**src/hw/rtl/sssp_ram.sv**
```systemverilog
// ----------------------------------------------------------------------------
// sssp_ram: generic simple dual-port ram
// one write port, one read port with registered read data
// ----------------------------------------------------------------------------
module sssp_ram #(
	parameter int WIDTH = 32,
	parameter int DEPTH = 64,
	localparam int AW = (DEPTH > 1) ? $clog2(DEPTH) : 1
) (
	input  logic             clk,
	input  logic             wr_en,
	input  logic [AW-1:0]    wr_addr,
	input  logic [WIDTH-1:0] wr_data,
	input  logic [AW-1:0]    rd_addr,
	output logic [WIDTH-1:0] rd_data
);

	logic [WIDTH-1:0] mem [DEPTH];

	always_ff @(posedge clk) begin
		if (wr_en) begin
			mem[wr_addr] <= wr_data;
		end
		rd_data <= mem[rd_addr];
	end

endmodule

```
**config.mk**
```make
export PLATFORM = sky130hd
export DESIGN_NAME = sssp_ram
export DESIGN_NICKNAME = d
export VERILOG_FILES = /design/src/hw/rtl/sssp_ram.sv
export SDC_FILE = /design/constraint.sdc
export NUM_CORES = 2
export LEC_CHECK = 0
export BUFFER_PORTS_ARGS = -buffer_cell sky130_fd_sc_hd__buf_2
export CAP_MARGIN = 20
export CORE_ASPECT_RATIO = 0.6
export CORE_MARGIN = 4
export CORE_UTILIZATION = 40
export CTS_CLUSTER_DIAMETER = 200
export DETAILED_ROUTE_END_ITERATION = 6
export PLACE_DENSITY = 0.59
export SLEW_MARGIN = 10
export SYNTH_ARGS = -nofsm -noshare
export SYNTH_HDL_FRONTEND = slang
export SYNTH_SLANG_ARGS = --single-unit
```
**constraint.sdc**
```tcl
create_clock -name clk -period 6.3 [get_ports clk]
set_input_delay 0.945 -clock clk [delete_from_list [all_inputs] [get_ports clk]]
set_output_delay 0.945 -clock clk [all_outputs]
set_load 0.005 [all_outputs]
```
==> out/results.tsv <==
stage	metric	value	unit
clocking	ctsResizeCount	0	
clocking	cts_setup_buffers	0	
critical_path	worst-path-buf-inv	3	
logic_synthesis	synth_cell_types	34	
routing	routedWlPerCell	34.7	microns
hold_path	hold_path_class	in2reg	
critical_path	cp_common_cell	mux4_2	
die	die_area	204000	sq um
critical_path	crit_chain	buf_8 -> buf_12 -> buf_4 -> mux4_2 -> mux4_2 -> o22ai_1 -> nor2_1	
clocking	clock_latency	810	ps
critical_path	crit_end	rd_data[1]$_DFF_P_	
logic_synthesis	synth_cells	3324	
sta	worstMarginPinSlew	1210	ps
outcome	status	completed	
logic_synthesis	ys_seq_area_share	79.1	%
run	max_cap_violations	0	
clocking	cts_buffer_depth	4	
die	dieHeight	351	microns
critical_path	startpoint	rd_addr[1]	
cells_and_area	fin_nets	3602	
sta	rsz0062_at_grt	no	
sta	fmax	279	MHz
logic_synthesis	avgSynthCellArea	23.6	sq um
clocking	cts_buffers	184	
clocking	numClockSinks	2080	
critical_path	start_kind	input pin	
logic_synthesis	synth_warnings	0	
global_routing	grt_antenna_before_repair	23	
critical_path	crit_fanout	68	
critical_path	worst-path-stages	7	
die	initial_core_util	40.4	%
critical_path	rr_endpoint	rd_data[24]$_DFF_P_	
sta	setup_viol	0	
placement	dp_hpwl	125000	microns
routing	vias	37767	
die	die_w	580	microns
global_routing	grt_max_degree	80	
power	total_power	28.1	mW
global_routing	grt_pass1_vias	36420	
routing	first_iter_violations	6063	
logic_synthesis	ys_ff_latch	2080	
sta	period_share	56.9	%
critical_path	path_class	in2reg	
sta	finalClockSkew	34.9	ps
critical_path	endpoint_kind	flip-flop	
sta	slew_headroom	19.0	%
clocking	hold_buffers	0	
critical_path	max_stage_delay	700	ps
global_routing	track_usage	21.3	%
critical_path	rrSetupSlack	3670	ps
routing	drc	0	
critical_path	crit_arrival	4220	ps
global_routing	grt_pass1_wl	304000	microns
routing	wl	219000	microns
sta	drv_slew	0	
global_routing	gr-total-overflow	0	
die	ios	78	
routing	dr.pass1.iters	5	
power	power.leakage	27.4	nW
clocking	cts_max_level	4	
critical_path	cp.required	6940	ps
cells_and_area	area_growth	13.3	%
placement	place.gp.congestion	0.820	
power	vdd_drop_max	214	uV
cells_and_area	final_layout_size_suffix_gt1_share	29.5	%
clocking	cts_root_buf	clkbuf_16	
sta	setup_tns	0	ps
clocking	clk_pin_slew	60	ps
placement	io_buffers	77	
routing	antenna_left	0	
logic_synthesis	syn_nets	3370	
die	core	194000	sq um
die	rows	125	
power	power_density	316	nW/um^2
sta	layout_min_cycle_time	3590	ps
clocking	cts_tree	done	
logic_synthesis	syn-cell-area	78500	sq um
critical_path	r2r-start	mem[38][24]$_DFFE_PP_	
critical_path	slowest_stage	o22ai_1	
critical_path	reg2regPathDepth	5	
critical_path	crit_family	buffers and inverters	
routing	drt-vias-per-instance	5.99	
sta	final_hold_viol_count	0	
## sequential cells by signal, indices dropped and copies added, names as in the netlist
name     flops
mem       2048
rd_data     32
## cell usage after synthesis (all sizes together)
cell       n  area [sq um]
dfxtp     32           641
edfxtp  2048         61500
and2       2          12.5
a21oi     62           310
nor2     137           514
nand3b     5          37.5
nand2b     8          50.1
a22oi     12          90.1
nor2b     15          93.8
clkbuf    74           278
mux4     544         12300
or3b       5          43.8
nand2     26          97.6
or2        3          18.8
nand3      5          25.0
a311oi     8          70.1
o221ai    27           236
o22ai     84           526
a41o       4          40.0
and3       4          25.0
mux2i     93           931
a31oi      1          6.26
o32ai      4          35.0
nand4      2          12.5
buf      108           608
nand4b     1          8.76
or3        3          18.8
nor3       7          35.0
## logic make-up after synthesis
family | count (synthesis) | synth area share (%)
simple gates | 223 | 1.27
buf+inv | 182 | 1.13
flops | 2080 | 79.1
compound gates | 202 | 1.67
mux | 637 | 16.8
## worst min path at each step
stage	cells past startpoint	slack [ps]	to	from
floorplan	4	660	rd_data[17]$_DFF_P_	mem[12][17]$_DFFE_PP_
detailed placement	4	750	rd_data[20]$_DFF_P_	mem[12][20]$_DFFE_PP_
global placement	4	690	rd_data[20]$_DFF_P_	mem[12][20]$_DFFE_PP_
global route	3	630	rd_data[10]$_DFF_P_	rd_addr[4]
CTS	3	580	rd_data[10]$_DFF_P_	rd_addr[4]
finish	3	660	rd_data[10]$_DFF_P_	rd_addr[4]
## metal layers
metal | GRT usage (%) | up-vias | share of wire [%]
met1 | 34.0 | 20521 | 44
met5 | 0 | - | 0.022
met3 | 6.64 | 255 | 13
li1 | - | 14724 | -
met4 | 3.97 | 8 | 1.8
met2 | 28.7 | 2259 | 41
## power breakdown
part           internal [mW]  leakage [nW]  switching [mW]
logic                  0.517          5.82            1.03
registers               15.3          18.7          0.0641
clock network           6.30          2.86            4.90
total                   22.1          27.4            5.99
## layout make-up
class	count	area (sq um)
clock inverters	84	860
fillers	15875	105000
multi-input cells	1062	16000
well taps	2603	3260
clock buffers	243	4990
flip-flops and latches	2080	62100
repair buffers	228	1720
diodes	2	5.00
## layout by cell type (no fill, tap or decap), types with 32 or more instances in the layout
master,netlist,final
o22ai_1,84,84
dfxtp_1,32,32
clkbuf_1,74,45
nor2_4,0,62
a21oi_1,62,61
nor2_1,137,75
clkbuf_16,0,186
clkinv_1,0,34
buf_2,57,73
mux4_2,544,544
edfxtp_1,2048,2048
buf_4,25,137
mux2i_1,93,93
## worst min-delay path: stages
cell and delay (ps):
buf_2 220, a21oi_1 190, nor2_1 60
## through the flow
| step | cell area [sq um] | cells | hold WS (ps) | utilization [%] | worst slack, ps |
|---|---|---|---|---|---|
| final | 89000 | 6302 | 661 | 45.8 | 2720 |
| after global routing | 89000 | 6300 | 631 | 45.8 | 2670 |
| after CTS | 88900 | 6298 | 579 | 45.7 | 2740 |
| after detailed placement | 83100 | 5971 | 754 | 42.7 | 1890 |
| after global placement | 83000 | 5968 | 691 | 42.7 | 1800 |
| after floorplan | 78500 | 3324 | 663 | - | 2200 |
No activity file was read; power rests on OpenSTA's default activity.
