## config.mk

```make
export PLATFORM = sky130hd
export DESIGN_NAME = sssp_relax
export DESIGN_NICKNAME = d
export VERILOG_FILES = /design/src/hw/rtl/sssp_pkg.sv /design/src/hw/rtl/sssp_relax.sv
export SDC_FILE = /design/constraint.sdc
export NUM_CORES = 1
export LEC_CHECK = 0
export BUFFER_PORTS_ARGS = -buffer_cell sky130_fd_sc_hd__buf_4
export CORE_MARGIN = 5
export CORE_UTILIZATION = 35
export DETAILED_ROUTE_END_ITERATION = 8
export PLACE_DENSITY_LB_ADDON = 0.25
export SLEW_MARGIN = 20
export SYNTH_ARGS = -nofsm -noshare
export SYNTH_HDL_FRONTEND = slang
export SYNTH_SLANG_ARGS = --single-unit
```

## constraint.sdc

```tcl
create_clock -name vclk -period 7.8
set_input_delay 1.17 -clock vclk [all_inputs]
set_output_delay 1.17 -clock vclk [all_outputs]
set_load 0.1 [all_outputs]
```

## src/hw/rtl/sssp_pkg.sv

```systemverilog
// ----------------------------------------------------------------------------
// sssp_pkg: shared constants and types
// field widths, register indexes and defaults for the shortest path unit
// ----------------------------------------------------------------------------
package sssp_pkg;

	// fixed field widths
	localparam int VTX_W    = 6;
	localparam int WIN_W    = 16;
	localparam int DIST_W   = 32;
	localparam int NV_W     = 7;
	localparam int CFG_IDX_W = 2;
	localparam int CFG_DATA_W = 7;

	// parameter defaults
	localparam int DEF_MAX_VERTICES = 64;
	localparam int DEF_MAX_EDGES    = 256;
	localparam int DEF_WEIGHT_BITS  = 16;

	// register indexes
	localparam logic [CFG_IDX_W-1:0] CFG_SOURCE_VERTEX = 2'd0;
	localparam logic [CFG_IDX_W-1:0] CFG_NUM_VERTICES  = 2'd1;

	// register reset values
	localparam logic [VTX_W-1:0] SOURCE_RESET = '0;
	localparam logic [NV_W-1:0]  NUM_VERTICES_RESET = 7'd64;

	// outcome of one relaxation
	typedef struct packed {
		logic                     update;
		logic signed [DIST_W-1:0] cand;
	} relax_res_t;

endpackage

```

## src/hw/rtl/sssp_relax.sv

```systemverilog
// ----------------------------------------------------------------------------
// sssp_relax: edge relaxation datapath
// saturating add of tail distance and weight, compare against head distance
// ----------------------------------------------------------------------------
module sssp_relax #(
	parameter int WEIGHT_BITS = sssp_pkg::DEF_WEIGHT_BITS
) (
	input  logic signed [sssp_pkg::DIST_W-1:0] dist_tail,
	input  logic signed [sssp_pkg::DIST_W-1:0] dist_head,
	input  logic [WEIGHT_BITS-1:0]             weight,
	input  logic                               head_reached,
	output sssp_pkg::relax_res_t               res
);

	localparam int SUM_W = sssp_pkg::DIST_W + 1;

	logic signed [SUM_W-1:0]           sum;
	logic signed [sssp_pkg::DIST_W-1:0] sat;

	always_comb begin
		sum = SUM_W'(dist_tail) + SUM_W'($signed(weight));
		// clamp to the signed 32-bit range
		if (sum[SUM_W-1] != sum[SUM_W-2]) begin
			sat = sum[SUM_W-1] ? {1'b1, {(sssp_pkg::DIST_W-1){1'b0}}}
				: {1'b0, {(sssp_pkg::DIST_W-1){1'b1}}};
		end else begin
			sat = sum[sssp_pkg::DIST_W-1:0];
		end
		res.cand   = sat;
		res.update = !head_reached || (sat < dist_head);
	end

endmodule
```

==> impl_metrics.json, run 1 <==
{
  "final_hold_viol_count": 0,
  "die_x_um": 97.5,
  "ant_nets": 0,
  "fill_cells": 815,
  "dp_slack_ns": 0.703,
  "dr.pass1.iters": 4,
  "syn_nets": 512,
  "m1WireLength_um": 3650,
  "drive_gt1_frac": 0.322,
  "setup_viol": 0,
  "worst_slew_pin_slew_ns": 0.544,
  "layout_setup_ws_ns": 0.692,
  "critPathMaxFanout": 14,
  "finalHoldWorstSlack_ns": 2.90,
  "met3_length_um": 411,
  "grt_setup_unrepaired": "no",
  "final_area_um2": 3740,
  "yosysUniqueCellTypes": 55,
  "max_stage_delay_ns": 0.38,
  "fin_util": 0.492,
  "cts.repair.resized": 0,
  "fin_crit_ns": 7.11,
  "grt_overflow": 0,
  "dr_wl_met2_um": 4250,
  "avgSynthCellArea_um2": 7.28,
  "portBuffers": 114,
  "critical_path_class": "primary input to output pin",
  "wire_per_inst_um": 14.4,
  "register_area_um2": 0,
  "cp_slowest_cell": "fa_1",
  "core_um2": 7610,
  "p_leak_nw": 1.92,
  "seq_cell_count": 0,
  "syn_inst": 368,
  "die-area_um2": 9510,
  "path_cells": "buf_4 > ha_1 > inv_1 > fa_1 > and2b_1 > o2111ai_1 > a31oi_1 > a21o_2 > a31oi_1 > o41ai_2 > nand2_2 > buf_4 > a21oi_2 > ha_1 > o21a_1 > o21ai_0 > nand2b_1 > a21oi_1 > nor3_1 > o41ai_1 > o21bai_1 > a211oi_1 > a211o_1 > buf_4",
  "antenna_cells": 0,
  "place_inst": 581,
  "vias": 3069,
  "critPathRequiredTime_ns": 6.63,
  "grt_max_degree": 18,
  "worstSetupStartpointType": "primary input",
  "cap_violations": 0,
  "wirelength_um": 8380,
  "dieHeight_um": 97.5,
  "ctsHoldBuffers": 0,
  "postCtsSetupRepairBufs": 0,
  "relSlewSlack": 0.634,
  "post_dp_cell_area_um2": 3740,
  "maxSlewViolCount": 0,
  "num_rows": 32,
  "top_layer_used": "met4",
  "dp_hpwl_um": 7450,
  "drt-initial-drc-count": 54,
  "ios": 114,
  "fmax_mhz": 141,
  "worst_setup_path_end_kind": "output pin",
  "power_mw": 0.859,
  "vias_per_cell": 5.28,
  "fin_setup_tns_ns": 0,
  "status": "finished clean",
  "min_path_type": "primary input to output pin",
  "ir_drop_mv": 0.129,
  "ys_warn_count": 0,
  "grt_pass1_wl_um": 13800,
  "antenna_found_initial": 0,
  "fin_nets": 625,
  "initial_utilization": 0.352,
  "timing.final.crit_share": 0.911,
  "power_density_nw_per_um2": 230,
  "final.clkbuf_count": 0,
  "crit_top_cell": "buf_4",
  "grt_util_all_layers": 0.166,
  "syn2layout_area_growth_pct": 39.5,
  "syn-cell-area_um2": 2680,
  "final-instance-count-excl-fill": 581,
  "yosysSeqAreaShare": 0,
  "drc": 0,
  "gp_congestion": 0.882,
  "grt_pass1_vias": 3064,
  "crit_arrival_ns": 5.94
}
## area by class of cell
type                            instances  area (um2)  share of cell area
Inverter                               38         143              0.0381
Multi-Input combinational cell        324        2580               0.690
Tap cell                              102         128              0.0341
Timing Repair Buffer                  117         891               0.238
## cells in the mapped netlist, types with 4 or more instances
master	number	area (um2)
a211oi_1	5	37.5
a21o_1	24	180
a21oi_1	45	225
a31oi_1	6	37.5
buf_2	5	25.0
ha_1	62	776
inv_1	38	143
maj3_1	4	40.0
nand2_1	21	78.8
nand2b_1	8	50.1
nand3_1	5	25.0
nand4_1	5	31.3
nor2_1	13	48.8
nor2b_1	4	25.0
nor3_1	4	20.0
o21a_1	4	30.0
o21ai_0	34	170
xnor2_1	14	123
xor2_1	13	114
## per-layer routing
layer	up-vias	GRT usage
met5	-	0
met4	0	0.0128
met3	6	0.0201
met2	75	0.319
met1	1382	0.204
li1	1606	-
## final timing paths
path                    startpoint       to  slack (ns)  depth (start not counted)
worst max-delay path  dist_tail[0]  res[32]        0.69                         24
worst min-delay path  head_reached  res[32]        2.90                          4
## cell families after synthesis
logic type / after synthesis / synth area share
compound gates: 151 / 0.371
simple gates: 77 / 0.155
fa+ha+maj: 69 / 0.320
buf+inv: 44 / 0.0654
xor+xnor: 27 / 0.0882
## power by group
part           internal, mW  total (mW)  leakage, nW  switching, mW
Sequential                0           0            0              0
Clock                     0           0            0              0
Combinational         0.243       0.859         1.92          0.616
## layout by cell type, fill, tap and decap left out, types with 2 or more instances in the layout
cell         n
maj3_2       2
o21ai_2     10
inv_1       38
o211ai_1     3
nor3_1       4
nor2_1      13
o2111ai_1    2
o21ai_0     22
o21a_1       4
maj3_1       4
a31oi_1      5
ha_1        62
nand2b_1     8
nor2b_1      4
o21ai_1      7
or3_1        2
o41ai_1      3
a21o_1      24
and4_1       2
nand3_1      5
buf_4      116
nand4_1      5
xor2_1      13
nand2_1     21
a211oi_1     5
a21oi_1     35
o31ai_1      2
xnor2_1     14
a2111oi_0    3
and3_1       3
a21oi_2     11
nor4_1       2
a211o_1      2
## critical path, delay by kind of cell
kind	cells	cell delay [ns]
AOI/OAI and AO/OA	13	2.53
buffers and inverters	4	0.72
adders and majority gates	3	0.81
and+or+nand+nor	4	0.67
No activity file was read; power rests on OpenSTA's default activity.
==> inputs of run 2 (changes only) <==
--- a/config.mk
+++ b/config.mk
@@ -6,7 +6,6 @@
 export NUM_CORES = 1
 export LEC_CHECK = 0
 export BUFFER_PORTS_ARGS = -buffer_cell sky130_fd_sc_hd__buf_4
-export CORE_MARGIN = 5
 export CORE_UTILIZATION = 35
 export DETAILED_ROUTE_END_ITERATION = 8
 export PLACE_DENSITY_LB_ADDON = 0.25
==> run 2 against run 1 <==
Against the previous run: first-iteration DRC count up 120%; setup slack got worse by 0.060 ns; combinational power up 0.5%; final area down 0.13%; via count rose by 1.6%; die area decreased by 16%; routed wire length decreased by 2.2%; largest cell class unchanged; highest routed layer unchanged.
==> impl_metrics.json, run 2 (synthesis gave the netlist of run 1 again) <==
{
  "critical_path_class": "primary input to output pin",
  "max_stage_delay_ns": 0.44,
  "dieHeight_um": 89.5,
  "ctsHoldBuffers": 0,
  "register_area_um2": 0,
  "internal_power_mw": 0.241,
  "dr.pass1.iters": 4,
  "power_density_nw_per_um2": 231,
  "grt_overflow": 0,
  "vias": 3119,
  "timing.final.crit_share": 0.919,
  "min_path_type": "primary input to output pin",
  "crit_buf_inv": 4,
  "final.clkbuf_count": 0,
  "maxSlewViolCount": 0,
  "critPathRequiredTime_ns": 6.63,
  "grt_util_all_layers": 0.204,
  "grt_pass1_vias": 2900,
  "fin_crit_ns": 7.17,
  "fin_nets": 625,
  "layout_common_cells": "117 x buf_4, 62 x ha_1, 38 x inv_1",
  "grt_max_degree": 21,
  "drc": 0,
  "worstSetupStartpointType": "primary input",
  "p_switching_mw": 0.622,
  "fin_setup_tns_ns": 0,
  "cp_slowest_cell": "o41ai_4",
  "crit_start": "dist_tail[0]",
  "setup_viol": 0,
  "antenna_found_initial": 0,
  "post_dp_cell_area_um2": 3720,
  "cts.repair.resized": 0,
  "initial_utilization": 0.366,
  "m1WireLength_um": 3770,
  "met3_length_um": 282,
  "syn2layout_area_growth_pct": 39.4,
  "final_hold_viol_count": 0,
  "status": "finished clean",
  "drive_gt1_frac": 0.322,
  "critPathMaxFanout": 18,
  "power_frac_comb": 1.000,
  "mostFrequentLayoutCell": "buf_4",
  "final_area_um2": 3730,
  "portBuffers": 114,
  "wire_per_inst_um": 14.2,
  "wirelength_um": 8200,
  "grt_setup_unrepaired": "no",
  "worst_slew_pin_slew_ns": 0.497,
  "die-area_um2": 8010,
  "seq_cell_count": 0,
  "ios": 114,
  "postCtsSetupRepairBufs": 0,
  "fmax_mhz": 140,
  "ant_nets": 0,
  "path_delay_family": "compound AO/OA/AOI/OAI gates",
  "worst_setup_path_end_kind": "output pin",
  "dr_wl_met2_um": 4040,
  "grt_pass1_wl_um": 13200,
  "dp_hpwl_um": 7330,
  "ir_drop_mv": 0.0857,
  "vias_per_cell": 5.40,
  "clkPwrFrac": 0,
  "gp_congestion": 0.963,
  "min_from": "head_reached",
  "crit_top_cell": "buf_4",
  "cap_violations": 0,
  "core_um2": 7330,
  "place_inst": 578,
  "drt-initial-drc-count": 117,
  "relSlewSlack": 0.667,
  "final-instance-count-excl-fill": 578,
  "seqPwrFrac": 0,
  "p_sw_frac": 0.721,
  "top_layer_used": "met4",
  "antenna_cells": 0,
  "die_x_um": 89.5,
  "p_leak_nw": 1.93,
  "path_cells": "buf_4 > ha_1 > inv_1 > fa_1 > and2b_1 > o2111ai_1 > a31oi_1 > a21o_2 > a31oi_1 > o41ai_4 > nand2_2 > buf_4 > a21oi_2 > ha_1 > o21a_1 > o21ai_0 > nand2b_1 > a21oi_1 > nor3_1 > o41ai_1 > o21bai_1 > a211oi_1 > a211o_1 > buf_4",
  "crit_arrival_ns": 6.00,
  "num_rows": 31
}
-- run 2: cell counts in the layout (fill, tap and decap cells not counted) --
Identical to the previous run, type by type.
-- run 2: worst paths after layout --
path | slack [ns] | end | cells after the start
hold / removal | 2.91 | res[32] | 4
setup / recovery | 0.63 | res[32] | 24
-- run 2: power by group through the flow --
stage / Combinational, mW / Clock (mW) / Sequential, mW
finish: 0.863 / 0 / 0
global route: 0.917 / 0 / 0
CTS: 0.861 / 0 / 0
detailed placement: 0.859 / 0 / 0
global placement: 0.852 / 0 / 0
floorplan: 0.671 / 0 / 0
-- run 2: stage by stage --
| step | setup slack (ns) | hold WS [ns] | power (mW) | utilization |
|---|---|---|---|---|
| CTS | 0.458 | 2.91 | 0.861 | 0.508 |
| global placement | 0.721 | 2.91 | 0.852 | 0.508 |
| detailed placement | 0.480 | 2.91 | 0.859 | 0.508 |
| global route | 0.0147 | 2.91 | 0.917 | 0.509 |
| finish | 0.632 | 2.91 | 0.863 | 0.509 |
| floorplan | 0.0268 | 2.85 | 0.671 | - |
-- run 2: area by class of cell --
cell class         count  area [um2]
inverters             38         143
repair buffers       117         878
multi-input cells    324        2590
fillers              725        3600
well taps             99         124
-- run 2: layer usage --
metal,track usage,vias up
met1,0.264,1436
li1,-,1604
met4,0.0260,0
met5,0,-
met2,0.385,73
met3,0.00369,6
==> inputs of run 3 (changes only) <==
--- a/config.mk
+++ b/config.mk
@@ -5,11 +5,12 @@
 export SDC_FILE = /design/constraint.sdc
 export NUM_CORES = 1
 export LEC_CHECK = 0
-export BUFFER_PORTS_ARGS = -buffer_cell sky130_fd_sc_hd__buf_4
+export CORE_MARGIN = 2
 export CORE_UTILIZATION = 35
 export DETAILED_ROUTE_END_ITERATION = 8
+export DONT_BUFFER_PORTS = 1
 export PLACE_DENSITY_LB_ADDON = 0.25
-export SLEW_MARGIN = 20
+export SLEW_MARGIN = 0
 export SYNTH_ARGS = -nofsm -noshare
 export SYNTH_HDL_FRONTEND = slang
 export SYNTH_SLANG_ARGS = --single-unit
==> run 3 against run 2 <==
Against the previous run: via count shrank 11%; clock-buffer cell count is the same; global-route usage shrank 2.0 points; non-clock buffer count shrank 82; combinational power shrank 3.4%; die area grew 4.5%; routed wire length shrank 3.2%; setup slack gained 0.12 ns; hold slack lost 0.19 ns; power shrank 3.3%; cell count shrank 14%.
==> impl_metrics.json, run 3 (synthesis gave the netlist of run 1 again) <==
{
  "m1WireLength_um": 3650,
  "grt_setup_unrepaired": "no",
  "timing.final.crit_share": 0.904,
  "dieHeight_um": 91.5,
  "cp_slowest_cell": "fa_1",
  "power_density_nw_per_um2": 265,
  "worst-path-stages": 23,
  "crit_arrival_ns": 5.88,
  "drc": 0,
  "core_um2": 7330,
  "vias_per_cell": 5.57,
  "min_path_cells": 3,
  "seqPwrFrac": 0,
  "postCtsSetupRepairBufs": 0,
  "fin_crit_ns": 7.05,
  "final.clkbuf_count": 0,
  "fin_setup_tns_ns": 0,
  "antenna_found_initial": 0,
  "post_dp_cell_area_um2": 3150,
  "drive_gt1_frac": 0.199,
  "final_hold_viol_count": 0,
  "vias": 2763,
  "grt_pass1_wl_um": 13000,
  "dr.pass1.iters": 4,
  "die_x_um": 91.5,
  "multi_input_area_um2": 2610,
  "critPathRequiredTime_ns": 6.63,
  "initial_utilization": 0.366,
  "crit_buf_inv": 4,
  "layout_common_cells": "62 x ha_1, 38 x inv_1, 34 x buf_4",
  "die-area_um2": 8370,
  "max_stage_delay_ns": 0.40,
  "relSlewSlack": 0.440,
  "maxSlewViolCount": 0,
  "clkPwrFrac": 0,
  "internal_power_mw": 0.220,
  "worst_setup_path_end_kind": "output pin",
  "critical_path_class": "primary input to output pin",
  "final_area_um2": 3150,
  "worst_slew_pin_slew_ns": 0.839,
  "met3_length_um": 357,
  "wirelength_um": 7940,
  "power_frac_comb": 1.000,
  "min_path_type": "primary input to output pin",
  "critPathMaxFanout": 14,
  "path_cells": "ha_1 > inv_1 > fa_1 > and2b_1 > o2111ai_1 > a31oi_1 > a21o_2 > a31oi_1 > o41ai_2 > buf_4 > nand2_2 > o21ai_2 > ha_1 > a21o_1 > a21o_1 > a21oi_1 > nor2_1 > a211oi_1 > inv_1 > maj3_1 > a211oi_1 > a211o_1 > buf_12",
  "top_layer_used": "met4",
  "power_mw": 0.834,
  "ir_drop_mv": 0.0827,
  "seq_cell_count": 0,
  "p_sw_frac": 0.736,
  "mostFrequentLayoutCell": "ha_1",
  "register_area_um2": 0,
  "grt_max_degree": 26,
  "antenna_cells": 0,
  "worstSetupStartpointType": "primary input",
  "gp_congestion": 0.902,
  "dr_wl_met2_um": 3910,
  "p_switching_mw": 0.614,
  "ctsHoldBuffers": 0,
  "dp_hpwl_um": 7080,
  "grt_overflow": 0,
  "p_leak_nw": 1.54,
  "status": "finished clean",
  "grt_pass1_vias": 2681,
  "ant_nets": 0,
  "drt-initial-drc-count": 123,
  "syn2layout_area_growth_pct": 17.4,
  "num_rows": 31,
  "path_delay_family": "compound AO/OA/AOI/OAI gates",
  "setup_viol": 0,
  "fmax_mhz": 142,
  "fill_cells": 773,
  "portBuffers": 0,
  "ios": 114,
  "cts.repair.resized": 0,
  "grt_util_all_layers": 0.184,
  "cap_violations": 0,
  "fin_nets": 543,
  "wire_per_inst_um": 16.0
}
[run 3: cell types whose count changed in the layout (fill, tap and decap cells not counted)]
cell     before  now
buf_12        0    1
o21ai_2      10   14
a21oi_1      35   32
o41ai_2       0    1
o41ai_4       1    0
o21ai_1       7    3
a21oi_2      11   14
buf_4       117   34
[run 3: layout make-up]
class                      instances  area share
timing repair buffer              35      0.0875
multi-input combinational        324       0.828
tap                               99      0.0394
inverter                          38      0.0453
[run 3: power groups by stage]
stage	logic, mW	clock network [mW]	registers (mW)
final	0.834	0	0
after global routing	0.889	0	0
after CTS	0.835	0	0
after detailed placement	0.833	0	0
after global placement	0.829	0	0
after floorplan	0.671	0	0
[run 3: stage by stage]
step                worst slack [ns]  hold slack [ns]  cells   util
finish                         0.749             2.72    496  0.429
global route                   0.327             2.76    496  0.429
CTS                            0.762             2.73    496  0.429
detailed placement             0.774             2.73    496  0.429
global placement               0.926             2.72    496  0.429
floorplan                     0.0268             2.85    368      -
[run 3: final timing paths]
| kind | slack, ns | end | startpoint |
|---|---|---|---|
| max | 0.75 | res[32] | dist_tail[0] |
| min | 2.72 | res[32] | head_reached |
[run 3: tightest hold or removal path, stage by stage]
cell	delay, ns
o31ai_1	0.05
a211o_1	0.15
buf_12	0.18
[run 3: routing by layer]
layer	GRT usage	vias to the layer above
met2	0.335	70
met5	0	-
met3	0.0183	2
met4	0.00505	0
met1	0.246	1250
li1	-	1441
